===== src/hw/rtl/replacement_selection_runs_defines.svh =====
// ----------------------------------------------------------------------------
// Replacement selection run generator: assertion macros
// Concurrent check macros clocked on clk_i and disabled while rst_ni is low.
// ----------------------------------------------------------------------------
`ifndef REPLACEMENT_SELECTION_RUNS_DEFINES_SVH
`define REPLACEMENT_SELECTION_RUNS_DEFINES_SVH

`ifndef SYNTHESIS
// implication or plain property that must hold at every edge
`define RSR_ASSERT(lbl, prop, msg) \
  lbl: assert property (@(posedge clk_i) disable iff (!rst_ni) (prop)) \
    else $error(msg);
// condition that must never be seen
`define RSR_ASSERT_NEVER(lbl, cond, msg) \
  lbl: assert property (@(posedge clk_i) disable iff (!rst_ni) !(cond)) \
    else $error(msg);
`else
`define RSR_ASSERT(lbl, prop, msg)
`define RSR_ASSERT_NEVER(lbl, cond, msg)
`endif

`endif


===== src/hw/rtl/rsr_pkg.sv =====
// ----------------------------------------------------------------------------
// Replacement selection run generator: package
// Sizes, result codes and the structs passed between the sequencer and the
// shared selection unit.
// ----------------------------------------------------------------------------
package rsr_pkg;

  localparam int unsigned SLOTS    = 8;
  localparam int unsigned KEY_BITS = 16;
  localparam int unsigned PAY_BITS = 16;
  localparam int unsigned RUN_BITS = 16;
  localparam int unsigned IDX_W    = $clog2(SLOTS);
  localparam int unsigned CNT_W    = $clog2(SLOTS + 1);

  localparam logic [RUN_BITS-1:0] RUN_FIRST = RUN_BITS'(1);
  localparam logic [RUN_BITS-1:0] RUN_MAX   = {RUN_BITS{1'b1}};

  // result kind codes
  localparam logic KIND_RECORD = 1'b0;
  localparam logic KIND_MARKER = 1'b1;

  typedef logic signed [KEY_BITS-1:0] key_t;
  typedef logic        [PAY_BITS-1:0] pay_t;
  typedef logic        [IDX_W-1:0]    idx_t;

  // one slot presented to the selection unit
  typedef struct packed {
    logic full;
    logic next_run;
    idx_t idx;
    key_t key;
    pay_t pay;
  } rsr_cand_t;

  // sequencer control for the selection unit
  typedef struct packed {
    logic step;
    logic first;
  } rsr_sel_ctrl_t;

  // running winner held by the selection unit
  typedef struct packed {
    logic valid;
    logic next_run;
    idx_t idx;
    key_t key;
    pay_t pay;
  } rsr_best_t;

endpackage


===== src/hw/rtl/rsr_slots.sv =====
// ----------------------------------------------------------------------------
// Replacement selection run generator: slot store
// Record key and payload per slot; one write port, one read port.
// ----------------------------------------------------------------------------
module rsr_slots (
  input  logic          clk_i,
  input  logic          we_i,
  input  rsr_pkg::idx_t widx_i,
  input  rsr_pkg::key_t wkey_i,
  input  rsr_pkg::pay_t wpay_i,
  input  rsr_pkg::idx_t ridx_i,
  output rsr_pkg::key_t rkey_o,
  output rsr_pkg::pay_t rpay_o
);

  rsr_pkg::key_t key_q [rsr_pkg::SLOTS];
  rsr_pkg::pay_t pay_q [rsr_pkg::SLOTS];

  // contents are undefined until written, so no reset
  always_ff @(posedge clk_i) begin
    if (we_i) begin
      key_q[widx_i] <= wkey_i;
      pay_q[widx_i] <= wpay_i;
    end
  end

  assign rkey_o = key_q[ridx_i];
  assign rpay_o = pay_q[ridx_i];

endmodule


===== src/hw/rtl/rsr_sel.sv =====
// ----------------------------------------------------------------------------
// Replacement selection run generator: selection unit
// One (run, key) comparator that folds one slot per step into the winner.
// ----------------------------------------------------------------------------
module rsr_sel (
  input  logic                   clk_i,
  input  logic                   rst_ni,
  input  rsr_pkg::rsr_sel_ctrl_t ctrl_i,
  input  rsr_pkg::rsr_cand_t     cand_i,
  output rsr_pkg::rsr_best_t     best_o
);

  rsr_pkg::rsr_best_t best_q, best_d;
  logic               better;

  // strict compare keeps the lower slot on ties
  always_comb begin
    better = (!cand_i.next_run && best_q.next_run) ||
             ((cand_i.next_run == best_q.next_run) && (cand_i.key < best_q.key));
  end

  always_comb begin
    best_d = best_q;
    if (ctrl_i.step) begin
      if (ctrl_i.first) begin
        best_d.valid    = cand_i.full;
        best_d.next_run = cand_i.next_run;
        best_d.idx      = cand_i.idx;
        best_d.key      = cand_i.key;
        best_d.pay      = cand_i.pay;
      end else if (cand_i.full && (!best_q.valid || better)) begin
        best_d.valid    = 1'b1;
        best_d.next_run = cand_i.next_run;
        best_d.idx      = cand_i.idx;
        best_d.key      = cand_i.key;
        best_d.pay      = cand_i.pay;
      end
    end
  end

  always_ff @(posedge clk_i or negedge rst_ni) begin
    if (!rst_ni) begin
      best_q <= '0;
    end else begin
      best_q <= best_d;
    end
  end

  assign best_o = best_q;

endmodule


===== src/hw/rtl/replacement_selection_runs.sv =====
// ----------------------------------------------------------------------------
// Replacement selection run generator
// Builds sorted runs for external sorting by replacement selection over eight
// record slots ordered by (run, key), ties to the lower slot. The first eight
// records of a file only fill slots. Every later record is accepted, then
// the single comparator walks the slots one per cycle, then a decide step
// and an emit step follow; the block puts out an end-of-run marker when the
// winner opens the next run, then the winner, and its slot takes the new
// record. A record flagged last then flushes the slots and closes with a
// final marker, after which the block is empty again. Results wait in one
// output register, so output stalls only hold the sequencer at its emit
// steps. Markers carry zero key and payload and the run they end; run numbers
// start at one and saturate at 65535. final_res_o flags the last beat caused
// by one input record.
// ----------------------------------------------------------------------------
`include "replacement_selection_runs_defines.svh"

module replacement_selection_runs (
  input  logic                         clk_i,
  input  logic                         rst_ni,
  input  logic                         in_valid_i,
  output logic                         in_ready_o,
  input  logic signed [15:0]           key_i,
  input  logic        [15:0]           payload_i,
  input  logic                         last_i,
  output logic                         out_valid_o,
  input  logic                         out_ready_i,
  output logic                         kind_o,
  output logic signed [15:0]           out_key_o,
  output logic        [15:0]           out_payload_o,
  output logic        [15:0]           run_index_o,
  output logic                         final_res_o
);

  // one-hot sequencer
  typedef enum logic [4:0] {
    S_IDLE  = 5'b00001,
    S_SCAN  = 5'b00010,
    S_MARK  = 5'b00100,
    S_EMIT  = 5'b01000,
    S_FINAL = 5'b10000
  } state_e;

  state_e state_q, state_d;

  // held input record
  rsr_pkg::key_t key_q, key_d;
  rsr_pkg::pay_t pay_q, pay_d;
  logic          last_q, last_d;
  logic          flush_q, flush_d;

  // slot bookkeeping
  logic [rsr_pkg::SLOTS-1:0]    full_q, full_d;
  logic [rsr_pkg::SLOTS-1:0]    nr_q, nr_d;
  logic [rsr_pkg::CNT_W-1:0]    fill_q, fill_d;
  logic [rsr_pkg::RUN_BITS-1:0] run_q, run_d;
  rsr_pkg::idx_t                idx_q, idx_d;

  // output register
  logic                         ov_q, ov_d;
  logic                         okind_q, okind_d;
  rsr_pkg::key_t                okey_q, okey_d;
  rsr_pkg::pay_t                opay_q, opay_d;
  logic [rsr_pkg::RUN_BITS-1:0] orun_q, orun_d;
  logic                         ofin_q, ofin_d;

  // slot store ports
  logic          slot_we;
  rsr_pkg::idx_t slot_widx;
  rsr_pkg::key_t slot_wkey;
  rsr_pkg::pay_t slot_wpay;
  rsr_pkg::key_t slot_rkey;
  rsr_pkg::pay_t slot_rpay;

  // selection unit
  rsr_pkg::rsr_sel_ctrl_t sel_ctrl;
  rsr_pkg::rsr_cand_t     sel_cand;
  rsr_pkg::rsr_best_t     best;

  logic in_fire;
  logic emit_ok;
  logic filling;
  logic [rsr_pkg::RUN_BITS-1:0] run_inc;

  assign in_ready_o = (state_q == S_IDLE);
  assign in_fire    = in_valid_i && in_ready_o;
  // output register free, or emptied on this edge
  assign emit_ok    = !ov_q || out_ready_i;
  assign filling    = (fill_q < rsr_pkg::CNT_W'(rsr_pkg::SLOTS));
  assign run_inc    = (run_q == rsr_pkg::RUN_MAX) ? run_q : run_q + 1'b1;

  rsr_slots u_slots (
    .clk_i  (clk_i),
    .we_i   (slot_we),
    .widx_i (slot_widx),
    .wkey_i (slot_wkey),
    .wpay_i (slot_wpay),
    .ridx_i (idx_q),
    .rkey_o (slot_rkey),
    .rpay_o (slot_rpay)
  );

  // present the scanned slot to the comparator
  always_comb begin
    sel_cand.full     = full_q[idx_q];
    sel_cand.next_run = nr_q[idx_q];
    sel_cand.idx      = idx_q;
    sel_cand.key      = slot_rkey;
    sel_cand.pay      = slot_rpay;
    sel_ctrl.step     = (state_q == S_SCAN);
    sel_ctrl.first    = (idx_q == '0);
  end

  rsr_sel u_sel (
    .clk_i  (clk_i),
    .rst_ni (rst_ni),
    .ctrl_i (sel_ctrl),
    .cand_i (sel_cand),
    .best_o (best)
  );

  always_comb begin
    state_d   = state_q;
    key_d     = key_q;
    pay_d     = pay_q;
    last_d    = last_q;
    flush_d   = flush_q;
    full_d    = full_q;
    nr_d      = nr_q;
    fill_d    = fill_q;
    run_d     = run_q;
    idx_d     = idx_q;
    ov_d      = ov_q && !out_ready_i;
    okind_d   = okind_q;
    okey_d    = okey_q;
    opay_d    = opay_q;
    orun_d    = orun_q;
    ofin_d    = ofin_q;
    slot_we   = 1'b0;
    slot_widx = best.idx;
    slot_wkey = key_q;
    slot_wpay = pay_q;

    unique case (state_q)
      S_IDLE: begin
        if (in_fire) begin
          key_d  = key_i;
          pay_d  = payload_i;
          last_d = last_i;
          idx_d  = '0;
          if (filling) begin
            // fill the next free slot in the current run
            slot_we   = 1'b1;
            slot_widx = fill_q[rsr_pkg::IDX_W-1:0];
            slot_wkey = key_i;
            slot_wpay = payload_i;
            full_d[fill_q[rsr_pkg::IDX_W-1:0]] = 1'b1;
            nr_d[fill_q[rsr_pkg::IDX_W-1:0]]   = 1'b0;
            fill_d  = fill_q + 1'b1;
            flush_d = last_i;
            if (last_i) begin
              state_d = S_SCAN;
            end
          end else begin
            flush_d = 1'b0;
            state_d = S_SCAN;
          end
        end
      end

      S_SCAN: begin
        // advance one slot per cycle through the comparator
        idx_d = idx_q + 1'b1;
        if (idx_q == rsr_pkg::IDX_W'(rsr_pkg::SLOTS - 1)) begin
          state_d = S_MARK;
        end
      end

      S_MARK: begin
        if (!best.valid) begin
          state_d = S_FINAL;
        end else if (!best.next_run) begin
          state_d = S_EMIT;
        end else if (emit_ok) begin
          // winner opens the next run: close the current one first
          ov_d    = 1'b1;
          okind_d = rsr_pkg::KIND_MARKER;
          okey_d  = '0;
          opay_d  = '0;
          orun_d  = run_q;
          ofin_d  = 1'b0;
          run_d   = run_inc;
          nr_d    = '0;
          state_d = S_EMIT;
        end
      end

      S_EMIT: begin
        if (emit_ok) begin
          ov_d    = 1'b1;
          okind_d = rsr_pkg::KIND_RECORD;
          okey_d  = best.key;
          opay_d  = best.pay;
          orun_d  = run_q;
          ofin_d  = !flush_q && !last_q;
          idx_d   = '0;
          if (flush_q) begin
            // drop the flushed slot
            full_d[best.idx] = 1'b0;
            state_d = S_SCAN;
          end else begin
            // replace the winner; a key below it waits for the next run
            slot_we = 1'b1;
            nr_d[best.idx] = (key_q < best.key);
            if (last_q) begin
              flush_d = 1'b1;
              state_d = S_SCAN;
            end else begin
              state_d = S_IDLE;
            end
          end
        end
      end

      S_FINAL: begin
        if (emit_ok) begin
          ov_d    = 1'b1;
          okind_d = rsr_pkg::KIND_MARKER;
          okey_d  = '0;
          opay_d  = '0;
          orun_d  = run_q;
          ofin_d  = 1'b1;
          // return to empty
          full_d  = '0;
          nr_d    = '0;
          fill_d  = '0;
          run_d   = rsr_pkg::RUN_FIRST;
          flush_d = 1'b0;
          state_d = S_IDLE;
        end
      end

      default: begin
        state_d = S_IDLE;
      end
    endcase
  end

  always_ff @(posedge clk_i or negedge rst_ni) begin
    if (!rst_ni) begin
      state_q <= S_IDLE;
      last_q  <= 1'b0;
      flush_q <= 1'b0;
      full_q  <= '0;
      nr_q    <= '0;
      fill_q  <= '0;
      run_q   <= rsr_pkg::RUN_FIRST;
      idx_q   <= '0;
      ov_q    <= 1'b0;
    end else begin
      state_q <= state_d;
      last_q  <= last_d;
      flush_q <= flush_d;
      full_q  <= full_d;
      nr_q    <= nr_d;
      fill_q  <= fill_d;
      run_q   <= run_d;
      idx_q   <= idx_d;
      ov_q    <= ov_d;
    end
  end

  // payload registers hold without reset
  always_ff @(posedge clk_i) begin
    key_q   <= key_d;
    pay_q   <= pay_d;
    okind_q <= okind_d;
    okey_q  <= okey_d;
    opay_q  <= opay_d;
    orun_q  <= orun_d;
    ofin_q  <= ofin_d;
  end

  assign out_valid_o   = ov_q;
  assign kind_o        = okind_q;
  assign out_key_o     = okey_q;
  assign out_payload_o = opay_q;
  assign run_index_o   = orun_q;
  assign final_res_o   = ofin_q;

  // checks
  `RSR_ASSERT(a_steady_all_full, (state_q == S_IDLE && !filling) |-> (&full_q), "slot empty in steady state")
  `RSR_ASSERT_NEVER(a_run_zero, (run_q == '0), "run number reached zero")
  `RSR_ASSERT(a_marker_blank, (ov_q && okind_q == rsr_pkg::KIND_MARKER) |-> (okey_q == '0 && opay_q == '0), "marker carries data")

endmodule

===== config.mk =====
export PLATFORM = sky130hd
export DESIGN_NAME = replacement_selection_runs
export DESIGN_NICKNAME = d
export VERILOG_FILES = /design/src/hw/rtl/rsr_pkg.sv /design/src/hw/rtl/rsr_slots.sv /design/src/hw/rtl/rsr_sel.sv /design/src/hw/rtl/replacement_selection_runs.sv
export VERILOG_INCLUDE_DIRS = /design/src /design/src/hw/rtl
export SDC_FILE = /design/constraint.sdc
export NUM_CORES = 1
export LEC_CHECK = 0
export BUFFER_PORTS_ARGS = -buffer_cell sky130_fd_sc_hd__buf_2
export CORE_MARGIN = 8
export CORE_UTILIZATION = 61
export CTS_BUF_LIST = sky130_fd_sc_hd__clkbuf_2 sky130_fd_sc_hd__clkbuf_4 sky130_fd_sc_hd__clkbuf_8
export DETAILED_ROUTE_END_ITERATION = 10
export GPL_TIMING_DRIVEN = 0
export PLACE_DENSITY_LB_ADDON = 0.25
export SLEW_MARGIN = 20
export SYNTH_ARGS = -nofsm -noshare
export SYNTH_HDL_FRONTEND = slang
export SYNTH_HIERARCHICAL = 1
export SYNTH_SLANG_ARGS = --single-unit

===== constraint.sdc =====
create_clock -name clk_i -period 10.56 [get_ports clk_i]
set_input_delay 2.112 -clock clk_i [delete_from_list [all_inputs] [get_ports clk_i]]
set_output_delay 2.112 -clock clk_i [all_outputs]
set_load 0.01 [all_outputs]

==> impl_results.md <==
* Clock slew at reported path FFs at around 0.060 ns
* Leakage at approximately 7.6 nW
* Syn Nets at between 1,000 and 1,500
* # clock sinks at 422
* Wirelength per Cell at between 20 and 25 µm
* DR vias/cell at between 6 and 7
* Top cell type's share of synthesized area at 0.556
* Worst r2r src: state_q[4]
* Initial DRC Count at roughly 920
* Root Driver: clkbuf_8
* Crit-path max FO at 40
* Worst Path Required at ~11 ns
* Final net count at ~1,300
* Crit path max-delay family: buffers and inverters
* Antenna violations before repair at 0
* Crit path top cell by count: buf_4
* Gr usage total at 0.222
* DRT antenna net count at 0
* Routability cong. at between 0.8 and 0.9
* CTS buffer count at 68
* Hold_buf cts at 0
* Power per cell area at between 200 and 250 nW/µm²
* Share of layout cells above drive strength 1 at 0.306
* Final setup TNS at 0 ns
* H-tree levels at 3
* Die H at ~190 µm
* Total Die Area at approximately 36,000 µm²
* Setup crit start kind: input pin
* Die X at around 190 µm
* Post-DP HPWL at about 26,000 µm
* Dpl ws at roughly 4 ns
* Fin. Hold Viols at 0
* Crit-path max cell delay at a little under 0.7 ns
* Synth-to-layout area growth at 15.2%
* Row count at 63
* First-pass GRT wire length at 60,900 µm
* Vias in the first global route at 10,700
* Final worst-path cycle share at 0.552
* Worst hold path endpoint: run_index_o[14]
* DRT Pass-1 Iters at 5
* WHS Path Cells at 0
* PostCTS Resize Cnt at 0
* Final setup violation count at 0
* Final wirelength at about 39,000 µm
* Total grt overflow at 0
* Fin crit period at just under 6 ns
* Worst-skew pair later-pin latency at roughly 0.59 ns
* Most frequent cell after synthesis: edfxtp_1
* CP arrival at between 6 and 7 ns
* Max frequency at between 150 and 200 MHz
* Worst min-delay path class: reg -> reg
* Largest cells by area after synthesis: edfxtp_1 56%, dfrtp_1 11%, mux2_2 5.9%
* Synth cell types at 71
* Vias at 10,500
* Worst reg-to-reg setup slack at 5.63 ns
* CP endpoint kind: register
* Max IR drop VDD at around 0.14 mV
* Hold_sp: run_q[14]
* Crit-path slowest cell: nor3_2
* Synth Instances at ~1,100
* Worst rel slew slack at 0.373
* Pwr Total at a little over 0.005 W
* Post-Syn Area at between 15,000 and 20,000 µm²
* Worst Setup Path Type: in -> reg
* I/O pin cnt at 89
* RSZ-0062 raised after global routing: no
* Warnings from Yosys at 6
* Final hold slack at 0.487 ns
* Avg Inst Size Synth at roughly 17 µm²
* Port buffer count at a little under 90
* Cells on worst reg2reg path at 14
* Reg2Reg Capture Point: u_slots/pay_q[0][12]
* Fin. max-slew vios at 0
* Core Area at about 30,000 µm²
* # DRC at 0
* Outcome: completed
* Most frequent cells after synthesis: 338 x edfxtp_1, 96 x mux2_2, 82 x dfrtp_1
* Initial Util at 0.617
* Worst path cell trace: buf_2 -> nand2_2 -> clkinv_2 -> nand2b_1 -> buf_2 -> buf_6 -> mux2_1 -> nand2b_1 -> nor3_2 -> buf_4 -> buf_4 -> buf_4
* Largest net degree at the start of global routing at between 60 and 70
* Setup repair bufs after CTS at 0
* Ys flop type: edfxtp_1
* Number of synthesized flops with an enable pin at ~340
* Post-synthesis register bit count at 422
* Antenna cells at 0
* Final WS setup at around 4.7 ns
* Layout Skew at roughly 0.035 ns
* Buf/Inv on CP at 7
* Post-synth ARST share at 0.199
* TritonCTS clock tree: yes
* MaxCap Viol Count at 0
* Slew @ Worst Pin at 0.940 ns
* Max clock buf depth at 3
* Seq/Total Area, Yosys at 0.672
* Synth area leader: edfxtp_1
-- sequential cells by signal, summed over array words and instances (netlist names), 3 cells and up --
| register | count |
|---|---|
| u_slots/key_q | 128 |
| state_q | 5 |
| key_q | 16 |
| fill_q | 4 |
| u_slots/pay_q | 128 |
| u_sel/best_o | 37 |
| pay_q | 16 |
| run_q | 16 |
| full_q | 8 |
| nr_q | 8 |
| out_payload_o | 16 |
| run_index_o | 16 |
| out_key_o | 16 |
| idx_q | 3 |
-- metrics by stage --
step	instance area (µm²)	cells	util
CTS	21000	1715	0.711
floorplan	18200	1090	-
global route	21000	1715	0.711
finish	21000	1715	0.711
global placement	19200	1568	0.649
detailed placement	19600	1590	0.664
-- how the worst max path moves through the flow --
| stage | slack [ns] | cells past startpoint | startpoint | endpoint |
|---|---|---|---|---|
| after floorplan | 4.19 | 8 | in_valid_i | u_slots/key_q[0][0] |
| after global placement | 0.90 | 8 | in_valid_i | u_slots/key_q[2][3] |
| after detailed placement | 4.06 | 12 | in_valid_i | u_slots/pay_q[0][14] |
| after CTS | 4.71 | 12 | in_valid_i | u_slots/pay_q[0][12] |
| after global routing | 4.50 | 12 | in_valid_i | u_slots/pay_q[0][12] |
| final | 4.73 | 12 | in_valid_i | u_slots/pay_q[0][12] |
-- cells by family after synthesis --
logic type,synth area share
flops,0.672
xor+xnor,0.00192
compound gates,0.0466
buf+inv,0.0270
mux,0.158
simple gates,0.0698
fa+ha+maj,0.0247
-- cell usage in the layout, fill, tap and decap left out, types with 8 or more instances in the layout --
cell / instances
buf_16: 8
ha_1: 36
o41ai_1: 10
a21oi_1: 35
mux4_1: 40
nor2_1: 49
nand2_1: 31
clkbuf_4: 22
inv_1: 42
nor2b_1: 9
o31ai_1: 12
clkbuf_8: 78
nor2_4: 8
nand3_1: 21
and3_1: 27
dfrtp_1: 82
nor3_1: 13
clkbuf_1: 23
buf_4: 9
or4_1: 12
mux2_2: 96
mux4_2: 28
mux2_1: 9
o21ai_0: 31
clkinv_1: 12
buf_2: 98
nand2b_1: 8
edfxtp_1: 338
buf_6: 17
-- report_power, final --
group / internal (W) / switching [W]
Clock: 0.000785 / 0.000634
Sequential: 0.00207 / 0.0000923
Combinational: 0.000703 / 0.000845
Total: 0.00355 / 0.00157
-- per-layer routing --
metal  track usage  part of all wire
met5             0                 0
met4        0.0731             0.022
met3        0.0337             0.057
met2         0.366              0.50
met1         0.302              0.43
-- area by class of cell --
class | count | area, µm²
buffer | 54 | 330
tap | 390 | 488
timing repair buffer | 110 | 821
clock buffer | 100 | 1240
fill | 1880 | 8540
sequential | 422 | 12300
clock inverter | 25 | 168
inverter | 43 | 163
multi-input combinational | 571 | 5560
(Power assumes the default switching activity.)
